$ cat src/rtl/i2c_master_transfer_sequencer_unit_assert.svh
// assertion macros shared by the sequencer rtl
`ifndef I2C_MASTER_TRANSFER_SEQUENCER_UNIT_ASSERT_SVH
`define I2C_MASTER_TRANSFER_SEQUENCER_UNIT_ASSERT_SVH

// same-cycle implication, held off during reset
`define I2CSEQ_ASSERT_NOW(label, ante, cons, msg) \
    label: assert property (@(posedge clk) disable iff (!rst_n) (ante) |-> (cons)) \
        else $error(msg);

// next-cycle implication, held off during reset
`define I2CSEQ_ASSERT_NEXT(label, ante, cons, msg) \
    label: assert property (@(posedge clk) disable iff (!rst_n) (ante) |=> (cons)) \
        else $error(msg);

`endif

$ cat src/rtl/i2cseq_pkg.sv
`default_nettype none

package i2cseq_pkg;

    // write buffer geometry
    localparam int BUF_DEPTH = 256;
    localparam int BUF_AW    = (BUF_DEPTH > 1) ? $clog2(BUF_DEPTH) : 1;

    // input modes
    localparam logic [1:0] MODE_START = 2'd0;
    localparam logic [1:0] MODE_IRQ   = 2'd1;
    localparam logic [1:0] MODE_LOAD  = 2'd2;

    // controller status codes
    localparam logic [7:0] ST_START_SENT = 8'h08;
    localparam logic [7:0] ST_WA_ACK     = 8'h18;
    localparam logic [7:0] ST_WA_NACK    = 8'h20;
    localparam logic [7:0] ST_WD_ACK     = 8'h28;
    localparam logic [7:0] ST_RA_ACK     = 8'h40;
    localparam logic [7:0] ST_RA_NACK    = 8'h48;
    localparam logic [7:0] ST_RD_ACK     = 8'h50;
    localparam logic [7:0] ST_RD_NACK    = 8'h58;

    // control register bits
    localparam logic [7:0] CTL_AA  = 8'h80;
    localparam logic [7:0] CTL_STA = 8'h20;
    localparam logic [7:0] CTL_STO = 8'h10;
    localparam logic [7:0] CTL_SI  = 8'h08;

    // result codes
    localparam logic [1:0] RES_OK       = 2'd0;
    localparam logic [1:0] RES_NO_REPLY = 2'd1;
    localparam logic [1:0] RES_BUSY     = 2'd2;

    typedef enum logic [1:0] {
        OP_IDLE = 2'd0,
        OP_READ = 2'd1,
        OP_SEND = 2'd2
    } op_t;

    // item fields needed once the buffer read is done
    typedef struct packed {
        logic [1:0] mode;
        logic       read_not_write;
        logic [6:0] slave_address;
        logic [8:0] transfer_length;
        logic       interrupt_pending;
        logic [7:0] status_code;
        logic [7:0] control_now;
        logic [7:0] data_now;
    } item_t;

    typedef struct packed {
        op_t        operation;
        logic [7:0] address_byte;
        logic [8:0] length_left;
        logic [8:0] byte_count;
    } state_t;

    typedef struct packed {
        logic [1:0] result_code;
        logic       done_res;
        logic [7:0] received_index;
        logic [7:0] received_byte;
        logic       received_valid;
        logic [7:0] data_value;
        logic       data_write;
        logic [7:0] control_value;
        logic       control_write;
    } result_t;

endpackage

`default_nettype wire

$ cat src/rtl/i2cseq_buf_ram.sv
`default_nettype none

module i2cseq_buf_ram #(
    parameter int DEPTH = 256,
    parameter int AW    = 8,
    parameter int DW    = 8
) (
    input  wire logic          clk,
    input  wire logic          we,
    input  wire logic [AW-1:0] waddr,
    input  wire logic [DW-1:0] wdata,
    input  wire logic          re,
    input  wire logic [AW-1:0] raddr,
    output logic      [DW-1:0] rdata
);

    logic [DW-1:0] mem_reg [DEPTH];
    logic [DW-1:0] rdata_reg;

    // single write port
    always_ff @(posedge clk)
    begin
        if (we)
        begin
            mem_reg[waddr] <= wdata;
        end
    end

    // registered read port
    always_ff @(posedge clk)
    begin
        if (re)
        begin
            rdata_reg <= mem_reg[raddr];
        end
    end

    assign rdata = rdata_reg;

endmodule

`default_nettype wire

$ cat src/rtl/i2cseq_step.sv
`default_nettype none

module i2cseq_step
    import i2cseq_pkg::*;
(
    input  wire item_t      item,
    input  wire state_t     state,
    input  wire logic [7:0] buf_byte,
    output result_t         res,
    output state_t          state_next
);

    logic [8:0] bc_inc;
    logic [8:0] bc_eff;
    logic [7:0] ctl_v;

    assign bc_inc = 9'(state.byte_count + 9'd1);

    // status decode for one item
    always_comb
    begin
        res        = '0;
        state_next = state;
        bc_eff     = state.byte_count;
        ctl_v      = '0;

        if (item.mode == MODE_START)
        begin
            state_next.operation    = item.read_not_write ? OP_READ : OP_SEND;
            state_next.address_byte = {item.slave_address, item.read_not_write};
            state_next.length_left  = item.transfer_length;
            state_next.byte_count   = '0;
            res.control_write       = 1'b1;
            res.control_value       = item.control_now | CTL_STA | CTL_AA;
        end
        else if (item.mode == MODE_IRQ && item.interrupt_pending)
        begin
            res.control_write = 1'b1;
            unique case (state.operation)
                OP_READ:
                begin
                    case (item.status_code) inside
                        ST_START_SENT:
                        begin
                            res.data_write    = 1'b1;
                            res.data_value    = state.address_byte;
                            res.control_value = item.control_now & ~(CTL_SI | CTL_STA);
                        end
                        ST_RA_ACK, ST_RD_ACK:
                        begin
                            // a data byte arrived: capture and count it first
                            if (item.status_code == ST_RD_ACK)
                            begin
                                res.received_valid    = 1'b1;
                                res.received_byte     = item.data_now;
                                res.received_index    = state.byte_count[7:0];
                                bc_eff                = bc_inc;
                                state_next.byte_count = bc_inc;
                            end
                            ctl_v = item.control_now & ~CTL_SI;
                            // acknowledge unless the next byte is the last one
                            if (({1'b0, bc_eff} + 10'd1) < {1'b0, state.length_left})
                            begin
                                ctl_v = ctl_v | CTL_AA;
                            end
                            else
                            begin
                                ctl_v = ctl_v & ~CTL_AA;
                            end
                            res.control_value = ctl_v;
                        end
                        ST_RA_NACK:
                        begin
                            res.control_value = (item.control_now & ~CTL_SI) | CTL_STO;
                            res.done_res      = 1'b1;
                            res.result_code   = RES_NO_REPLY;
                        end
                        ST_RD_NACK:
                        begin
                            res.received_valid    = 1'b1;
                            res.received_byte     = item.data_now;
                            res.received_index    = state.byte_count[7:0];
                            state_next.byte_count = bc_inc;
                            res.control_value     = (item.control_now & ~CTL_SI)
                                                    | CTL_AA | CTL_STO;
                            res.done_res          = 1'b1;
                            res.result_code       = RES_OK;
                        end
                        default:
                        begin
                            res.control_value = '0;
                            res.done_res      = 1'b1;
                            res.result_code   = RES_BUSY;
                        end
                    endcase
                end
                OP_SEND:
                begin
                    case (item.status_code) inside
                        ST_START_SENT:
                        begin
                            res.data_write    = 1'b1;
                            res.data_value    = state.address_byte;
                            res.control_value = item.control_now & ~(CTL_SI | CTL_STA);
                        end
                        ST_WA_ACK, ST_WD_ACK:
                        begin
                            // a data ack counts the byte just sent
                            if (item.status_code == ST_WD_ACK)
                            begin
                                bc_eff                = bc_inc;
                                state_next.byte_count = bc_inc;
                                ctl_v                 = item.control_now & ~CTL_SI;
                            end
                            else
                            begin
                                ctl_v = item.control_now & ~(CTL_SI | CTL_STA);
                            end
                            if (bc_eff < state.length_left)
                            begin
                                res.data_write = 1'b1;
                                res.data_value = buf_byte;
                            end
                            else
                            begin
                                ctl_v = ctl_v | CTL_STO;
                            end
                            res.control_value = ctl_v;
                            if (bc_eff == state.length_left)
                            begin
                                res.done_res    = 1'b1;
                                res.result_code = RES_OK;
                            end
                        end
                        ST_WA_NACK:
                        begin
                            res.control_value = (item.control_now & ~CTL_SI) | CTL_STO;
                            res.done_res      = 1'b1;
                            res.result_code   = RES_NO_REPLY;
                        end
                        default:
                        begin
                            res.control_value = '0;
                            res.done_res      = 1'b1;
                            res.result_code   = RES_BUSY;
                        end
                    endcase
                end
                default:
                begin
                    // interrupt with no transfer running
                    res.control_value = '0;
                    res.done_res      = 1'b1;
                    res.result_code   = RES_OK;
                end
            endcase

            // end of transfer
            if (res.done_res)
            begin
                state_next.operation    = OP_IDLE;
                state_next.address_byte = '0;
                state_next.length_left  = '0;
            end
        end
    end

endmodule

`default_nettype wire

$ cat src/rtl/i2c_master_transfer_sequencer_unit.sv
// an accepted item is registered in the decode stage, then its result in the output register
// throughput: one item per cycle unless m_tready stalls; the decode stage item's byte count is
//   forwarded into the write buffer read address, so a following item never waits on it
// reset: rst_n clears transfer state, stage and output valid asynchronously;
//   write buffer contents stay undefined until loaded, no clearing pass
`default_nettype none
`include "i2c_master_transfer_sequencer_unit_assert.svh"

module i2c_master_transfer_sequencer_unit
    import i2cseq_pkg::*;
(
    input  wire logic        clk,
    input  wire logic        rst_n,
    input  wire logic        s_tvalid,
    output logic             s_tready,
    // read_not_write, slave_address, transfer_length, buffer_index, buffer_byte,
    // interrupt_pending, status_code, control_now, data_now
    input  wire logic [63:0] s_tdata,
    // mode
    input  wire logic [1:0]  s_tuser,
    output logic             m_tvalid,
    input  wire logic        m_tready,
    // control_write, control_value, data_write, data_value, received_valid,
    // received_byte, received_index, done_res, result_code
    output logic [39:0]      m_tdata
);

    item_t              in_item;
    logic [7:0]         in_buffer_index;
    logic [7:0]         in_buffer_byte;
    logic               s_accept;
    logic               stage_advance;

    logic               stage_valid_reg;
    item_t              stage_item_reg;
    logic               out_valid_reg;
    result_t            out_res_reg;
    state_t             state_reg;

    result_t            step_res;
    state_t             step_state;
    logic [7:0]         buf_rdata;
    logic [8:0]         bc_fwd;
    logic [8:0]         rd_count;
    logic               buf_we;

    // unpack the input item
    assign in_item.mode              = s_tuser;
    assign in_item.read_not_write    = s_tdata[0];
    assign in_item.slave_address     = s_tdata[7:1];
    assign in_item.transfer_length   = s_tdata[16:8];
    assign in_buffer_index           = s_tdata[24:17];
    assign in_buffer_byte            = s_tdata[32:25];
    assign in_item.interrupt_pending = s_tdata[33];
    assign in_item.status_code       = s_tdata[41:34];
    assign in_item.control_now       = s_tdata[49:42];
    assign in_item.data_now          = s_tdata[57:50];

    // handshake: decode stage drains into the output register
    assign stage_advance = stage_valid_reg && (!out_valid_reg || m_tready);
    assign s_tready      = !stage_valid_reg || stage_advance;
    assign s_accept      = s_tvalid && s_tready;

    // byte count as it stands once the decode stage item commits
    assign bc_fwd   = stage_valid_reg ? step_state.byte_count : state_reg.byte_count;
    assign rd_count = (in_item.status_code == ST_WD_ACK) ? 9'(bc_fwd + 9'd1) : bc_fwd;
    assign buf_we   = s_accept && (in_item.mode == MODE_LOAD)
                      && (int'(in_buffer_index) < BUF_DEPTH);

    i2cseq_buf_ram #(
        .DEPTH (BUF_DEPTH),
        .AW    (BUF_AW),
        .DW    (8)
    ) u_buf (
        .clk   (clk),
        .we    (buf_we),
        .waddr (in_buffer_index[BUF_AW-1:0]),
        .wdata (in_buffer_byte),
        .re    (s_accept),
        .raddr (rd_count[BUF_AW-1:0]),
        .rdata (buf_rdata)
    );

    i2cseq_step u_step (
        .item       (stage_item_reg),
        .state      (state_reg),
        .buf_byte   (buf_rdata),
        .res        (step_res),
        .state_next (step_state)
    );

    // control and transfer state
    always_ff @(posedge clk or negedge rst_n)
    begin
        if (!rst_n)
        begin
            stage_valid_reg <= 1'b0;
            out_valid_reg   <= 1'b0;
            state_reg       <= '{operation: OP_IDLE, default: '0};
        end
        else
        begin
            if (s_accept)
            begin
                stage_valid_reg <= 1'b1;
            end
            else if (stage_advance)
            begin
                stage_valid_reg <= 1'b0;
            end

            if (stage_advance)
            begin
                out_valid_reg <= 1'b1;
                state_reg     <= step_state;
            end
            else if (m_tready)
            begin
                out_valid_reg <= 1'b0;
            end
        end
    end

    // payload registers
    always_ff @(posedge clk)
    begin
        if (s_accept)
        begin
            stage_item_reg <= in_item;
        end
        if (stage_advance)
        begin
            out_res_reg <= step_res;
        end
    end

    assign m_tvalid = out_valid_reg;
    assign m_tdata  = {2'b00, out_res_reg};

    `I2CSEQ_ASSERT_NOW(a_stall_blocks_input,
        stage_valid_reg && out_valid_reg && !m_tready, !s_tready,
        "input taken while decode stage is stalled")

    `I2CSEQ_ASSERT_NEXT(a_done_goes_idle,
        stage_advance && step_res.done_res, state_reg.operation == OP_IDLE,
        "transfer state not idle after finish")

    `I2CSEQ_ASSERT_NOW(a_idle_is_clear,
        state_reg.operation == OP_IDLE,
        state_reg.length_left == 9'd0 && state_reg.address_byte == 8'd0,
        "idle with stale transfer state")

    `I2CSEQ_ASSERT_NOW(a_done_has_control,
        out_valid_reg && out_res_reg.done_res,
        out_res_reg.control_write && !(out_res_reg.received_valid && out_res_reg.data_write),
        "finish without control write or capture with data write")

endmodule

`default_nettype wire

$ cat config.mk
export PLATFORM = sky130hd
export DESIGN_NAME = i2c_master_transfer_sequencer_unit
export DESIGN_NICKNAME = d
export VERILOG_FILES = /design/src/rtl/i2cseq_pkg.sv /design/src/rtl/i2cseq_buf_ram.sv /design/src/rtl/i2cseq_step.sv /design/src/rtl/i2c_master_transfer_sequencer_unit.sv
export VERILOG_INCLUDE_DIRS = /design/src /design/src/rtl
export SDC_FILE = /design/constraint.sdc
export NUM_CORES = 2
export LEC_CHECK = 0
export BUFFER_PORTS_ARGS = -buffer_cell sky130_fd_sc_hd__clkbuf_2
export CORE_MARGIN = 2
export CORE_UTILIZATION = 30
export DETAILED_ROUTE_END_ITERATION = 10
export SYNTH_ARGS = -nofsm -noshare
export SYNTH_HDL_FRONTEND = slang
export SYNTH_HIERARCHICAL = 1
export SYNTH_SLANG_ARGS = --single-unit
$ cat constraint.sdc
create_clock -name clk -period 6.95 [get_ports clk]
set_clock_uncertainty 0.15 [all_clocks]
set_input_delay 2.085 -clock clk [delete_from_list [all_inputs] [get_ports clk]]
set_output_delay 2.085 -clock clk [all_outputs]
set_load 0.01 [all_outputs]
==> run_results.csv <==
group,metric,value,unit
final_layout,layout.nets,4702,
pwr,p_total,31.66,mW
sta,max_slew_margin,0.1831,
synthesis,yosys.area.top_type,"edfxtp_1",
clocking,cts_buffers,207,
synthesis,synth_simple_gate_area_frac,0.03714,
routing,drtAntennaViolNets,0,
final_layout,multi_input_comb_area,19560,µm²
min_path,worstHoldEndpoint,"m_tdata[25]",
setup_path,cp.required,7480,ps
final_layout,final_util,0.3464,
floorplanning,core,285200,µm²
grt,top_usage_layer,"met2",
min_path,hold_start,"stage_item_reg[6]",
setup_path,crit_path_end_kind,"flop",
grt,track_usage,0.1429,
grt,use_met2,0.2309,
sta,setup_viol,0,
setup_path,rr_startpoint,"stage_item_reg[22]",
setup_path,start_kind,"flop",
synthesis,synth_area,86100,µm²
floorplanning,core.rowCount,196,
grt,use_met3,0.02531,
synthesis,synthMuxAreaShare,0.1399,
setup_path,cp_max_fo,16,
clocking,clk_pin_slew,60,ps
synthesis,synth_warnings,6,
synthesis,ys_seq_area_frac,0.7544,
clocking,cts.sinks,2168,
sta,timing.hold.ws,368.5,ps
routing,drc_errors,0,
routing,drt-total-wl,214100,µm
place,portBuffers,103,
synthesis,synth.avg_cell_area,19.92,µm²
grt,grt_remaining_overflow,0,
setup_path,r2r_slack,230,ps
synthesis,synth_most_common_cell,"edfxtp_1",
sta,max_freq,148.7,MHz
sta,hold_viol,0,
final_layout,largest_register_ffs,2048,
grt,grt_antenna_before_repair,7,
synthesis,synthDistinctLibCells,92,
place,hpwl,134700,µm
synthesis,ys_seq_elements,2168,
grt,grt_pass1_wl,308800,µm
synthesis,synthTopCellsByCount,"edfxtp_1, mux4_2, nor2_1",
floorplanning,initial_utilization,0.3019,
pwr,power_density,320.5,nW/µm²
grt,use_met1,0.2006,
synthesis,synth-compound-area-share,0.04136,
sta,drv_slew,0,
clocking,insertion_delay,830,ps
setup_path,r2r-end,"u_buf/rdata[4]",
synthesis,synth_cells,4323,
synthesis,synthArstFlopShare,0.01384,
min_path,hold_path_class,"reg2reg",
floorplanning,ios,112,
sta,rsz0062_at_grt,"no",
sta,period_minus_slack,6724,ps
routing,drt_iter0_drc,4758,
place,gp_congestion,0.8562,
synthesis,synth_top_family_by_area,"multiplexers",
routing,wl_per_cell,25.05,µm
grt,grt_pass1_vias,43580,
synthesis,synth_top_area_share,0.7456,
setup_path,arrival,7250,ps
sta,period_share,0.9675,
job,cap_viol_max_count,0,
clocking,htreeDepth,4,
min_path,hold_depth,1,
setup_path,reg2regPathDepth,20,
routing,vias_per_cell,5.155,
routing,first_pass_iters,7,
clocking,cts_tree,"yes",
pwr,leakagePower,29.61,nW
grt,grt_max_degree,209,
routing,num_vias,44060,
floorplanning,die_area,291300,µm²
clocking,clockRootBuffer,"clkbuf_16",
status,status,"complete, no violations",
synthesis,ys.flop_type,"edfxtp_1",
final_layout,n_fill_cell,26470,
floorplanning,die_h,539.7,µm
synthesis,synth-adder-area-share,0.003488,
final_layout,drive_gt1_frac,0.2439,
synthesis,synthTopCellsByArea,"edfxtp_1, mux4_2, mux2i_1, nor2_1, a22oi_1",
setup_path,critical_path_class,"reg2reg",
synthesis,synth-edff-count,2138,
synthesis,synthXorXnorAreaFrac,0.003531,
final_layout,areaGrowthSynthToFinish,14.73,%
clocking,clockBufferDepth,3,
final_layout,seqCellArea,64950,µm²
pwr,ir_drop,194.8,µV
sta,tightest_slew,1221,ps
floorplanning,die_w,539.7,µm
-- power breakdown --
group	total (mW)	switching, mW	internal (mW)
logic	5.95	3.72	2.23
clock network	11.0	4.78	6.21
registers	14.7	0.186	14.5
-- cell families after synthesis --
logic type	Yosys count
DFF	2168
and+or+nand+nor	667
muxes	628
AOI/OAI and AO/OA	508
buffers and inverters	294
xor gates and xnor gates	33
adders and majority gates	24
other	1
-- metrics by stage --
| stage | cells | setup WS (ps) | instance area (µm²) | TNS [ps] |
|---|---|---|---|---|
| after floorplan | 4324 | 1113 | 86110 | 0 |
| after global placement | 8156 | -74.13 | 92100 | -74.13 |
| after detailed placement | 8156 | -96.05 | 92100 | -96.05 |
| after CTS | 8537 | 20.03 | 98700 | 0 |
| after global routing | 8545 | 53.30 | 98780 | 0 |
| final | 8548 | 225.7 | 98790 | 0 |
-- repair_timing --
| item | CTS | global route |
|---|---|---|
| setup buffers | 0 | 5 |
| endpoints found under the setup margin | 0 | 2 |
| hold buffers | 0 | 0 |
| resized for setup | 0 | 1 |
-- placed cells by master (no fill, tap or decap), types with 9 or more instances in the layout --
| master | count |
|---|---|
| edfxtp_1 | 2138 |
| mux4_2 | 454 |
| nor2_1 | 303 |
| clkbuf_16 | 212 |
| buf_4 | 208 |
| mux2i_1 | 139 |
| a21oi_1 | 136 |
| a22oi_1 | 134 |
| nand2_1 | 111 |
| clkbuf_2 | 95 |
| clkinv_1 | 53 |
| o221ai_1 | 51 |
| nand3_1 | 46 |
| clkbuf_1 | 45 |
| nor2b_1 | 36 |
| clkinv_2 | 35 |
| buf_12 | 35 |
| nor3_1 | 31 |
| o22ai_1 | 31 |
| o21ai_0 | 31 |
| dfrtp_1 | 30 |
| mux2_2 | 27 |
| and2_1 | 27 |
| nor4_1 | 25 |
| ha_1 | 24 |
| inv_1 | 21 |
| nand4_1 | 18 |
| bufinv_16 | 17 |
| a211oi_1 | 17 |
| a221oi_1 | 16 |
| xnor2_1 | 14 |
| o211ai_1 | 12 |
| xor2_1 | 12 |
| nand2b_1 | 11 |
| a31oi_1 | 9 |
| a32o_1 | 9 |
-- critical path, stage by stage (launching register included) --
cell      delay, ps
edfxtp_1        570
nor4bb_1        540
nand2_2         180
clkinv_4        140
ha_1            340
a221o_1         380
o21ai_0         170
a211oi_1        150
mux2_2          340
ha_1            190
nand3_1         220
nor2_1          120
xnor2_2         650
nor2b_4         820
buf_4           260
a22oi_1         140
a21oi_1         450
nor4_1          120
buf_4           190
nor4_1          250
buf_4           190
-- layout make-up --
cell class	instances	area share
diodes	6	0.0001520
clock buffers	257	0.05541
clock inverters	124	0.01146
inverters	23	0.0009246
multi-input cells	1862	0.1980
flip-flops and latches	2168	0.6575
well taps	3762	0.04765
repair buffers	346	0.02889
-- routing by layer --
| metal | up-vias | routed length, µm |
|---|---|---|
| li1 | 18450 | - |
| met1 | 23430 | 90680 |
| met2 | 1906 | 102800 |
| met3 | 278 | 16580 |
| met4 | 0 | 4044 |
| met5 | - | 0 |
-- worst max-delay path by stage --
stage               cells after the start          startpoint  slack [ps]                     to
floorplan                               9            m_tready        1110  u_buf/mem_reg[234][0]
detailed placement                     14         s_tdata[38]        -100         u_buf/rdata[1]
global route                           19  stage_item_reg[22]          50         u_buf/rdata[3]
CTS                                    20  stage_item_reg[22]          20         u_buf/rdata[1]
finish                                 20  stage_item_reg[22]         230         u_buf/rdata[4]
global placement                       14         s_tdata[35]         -70         u_buf/rdata[1]
Power figures use the tool's default switching activity.
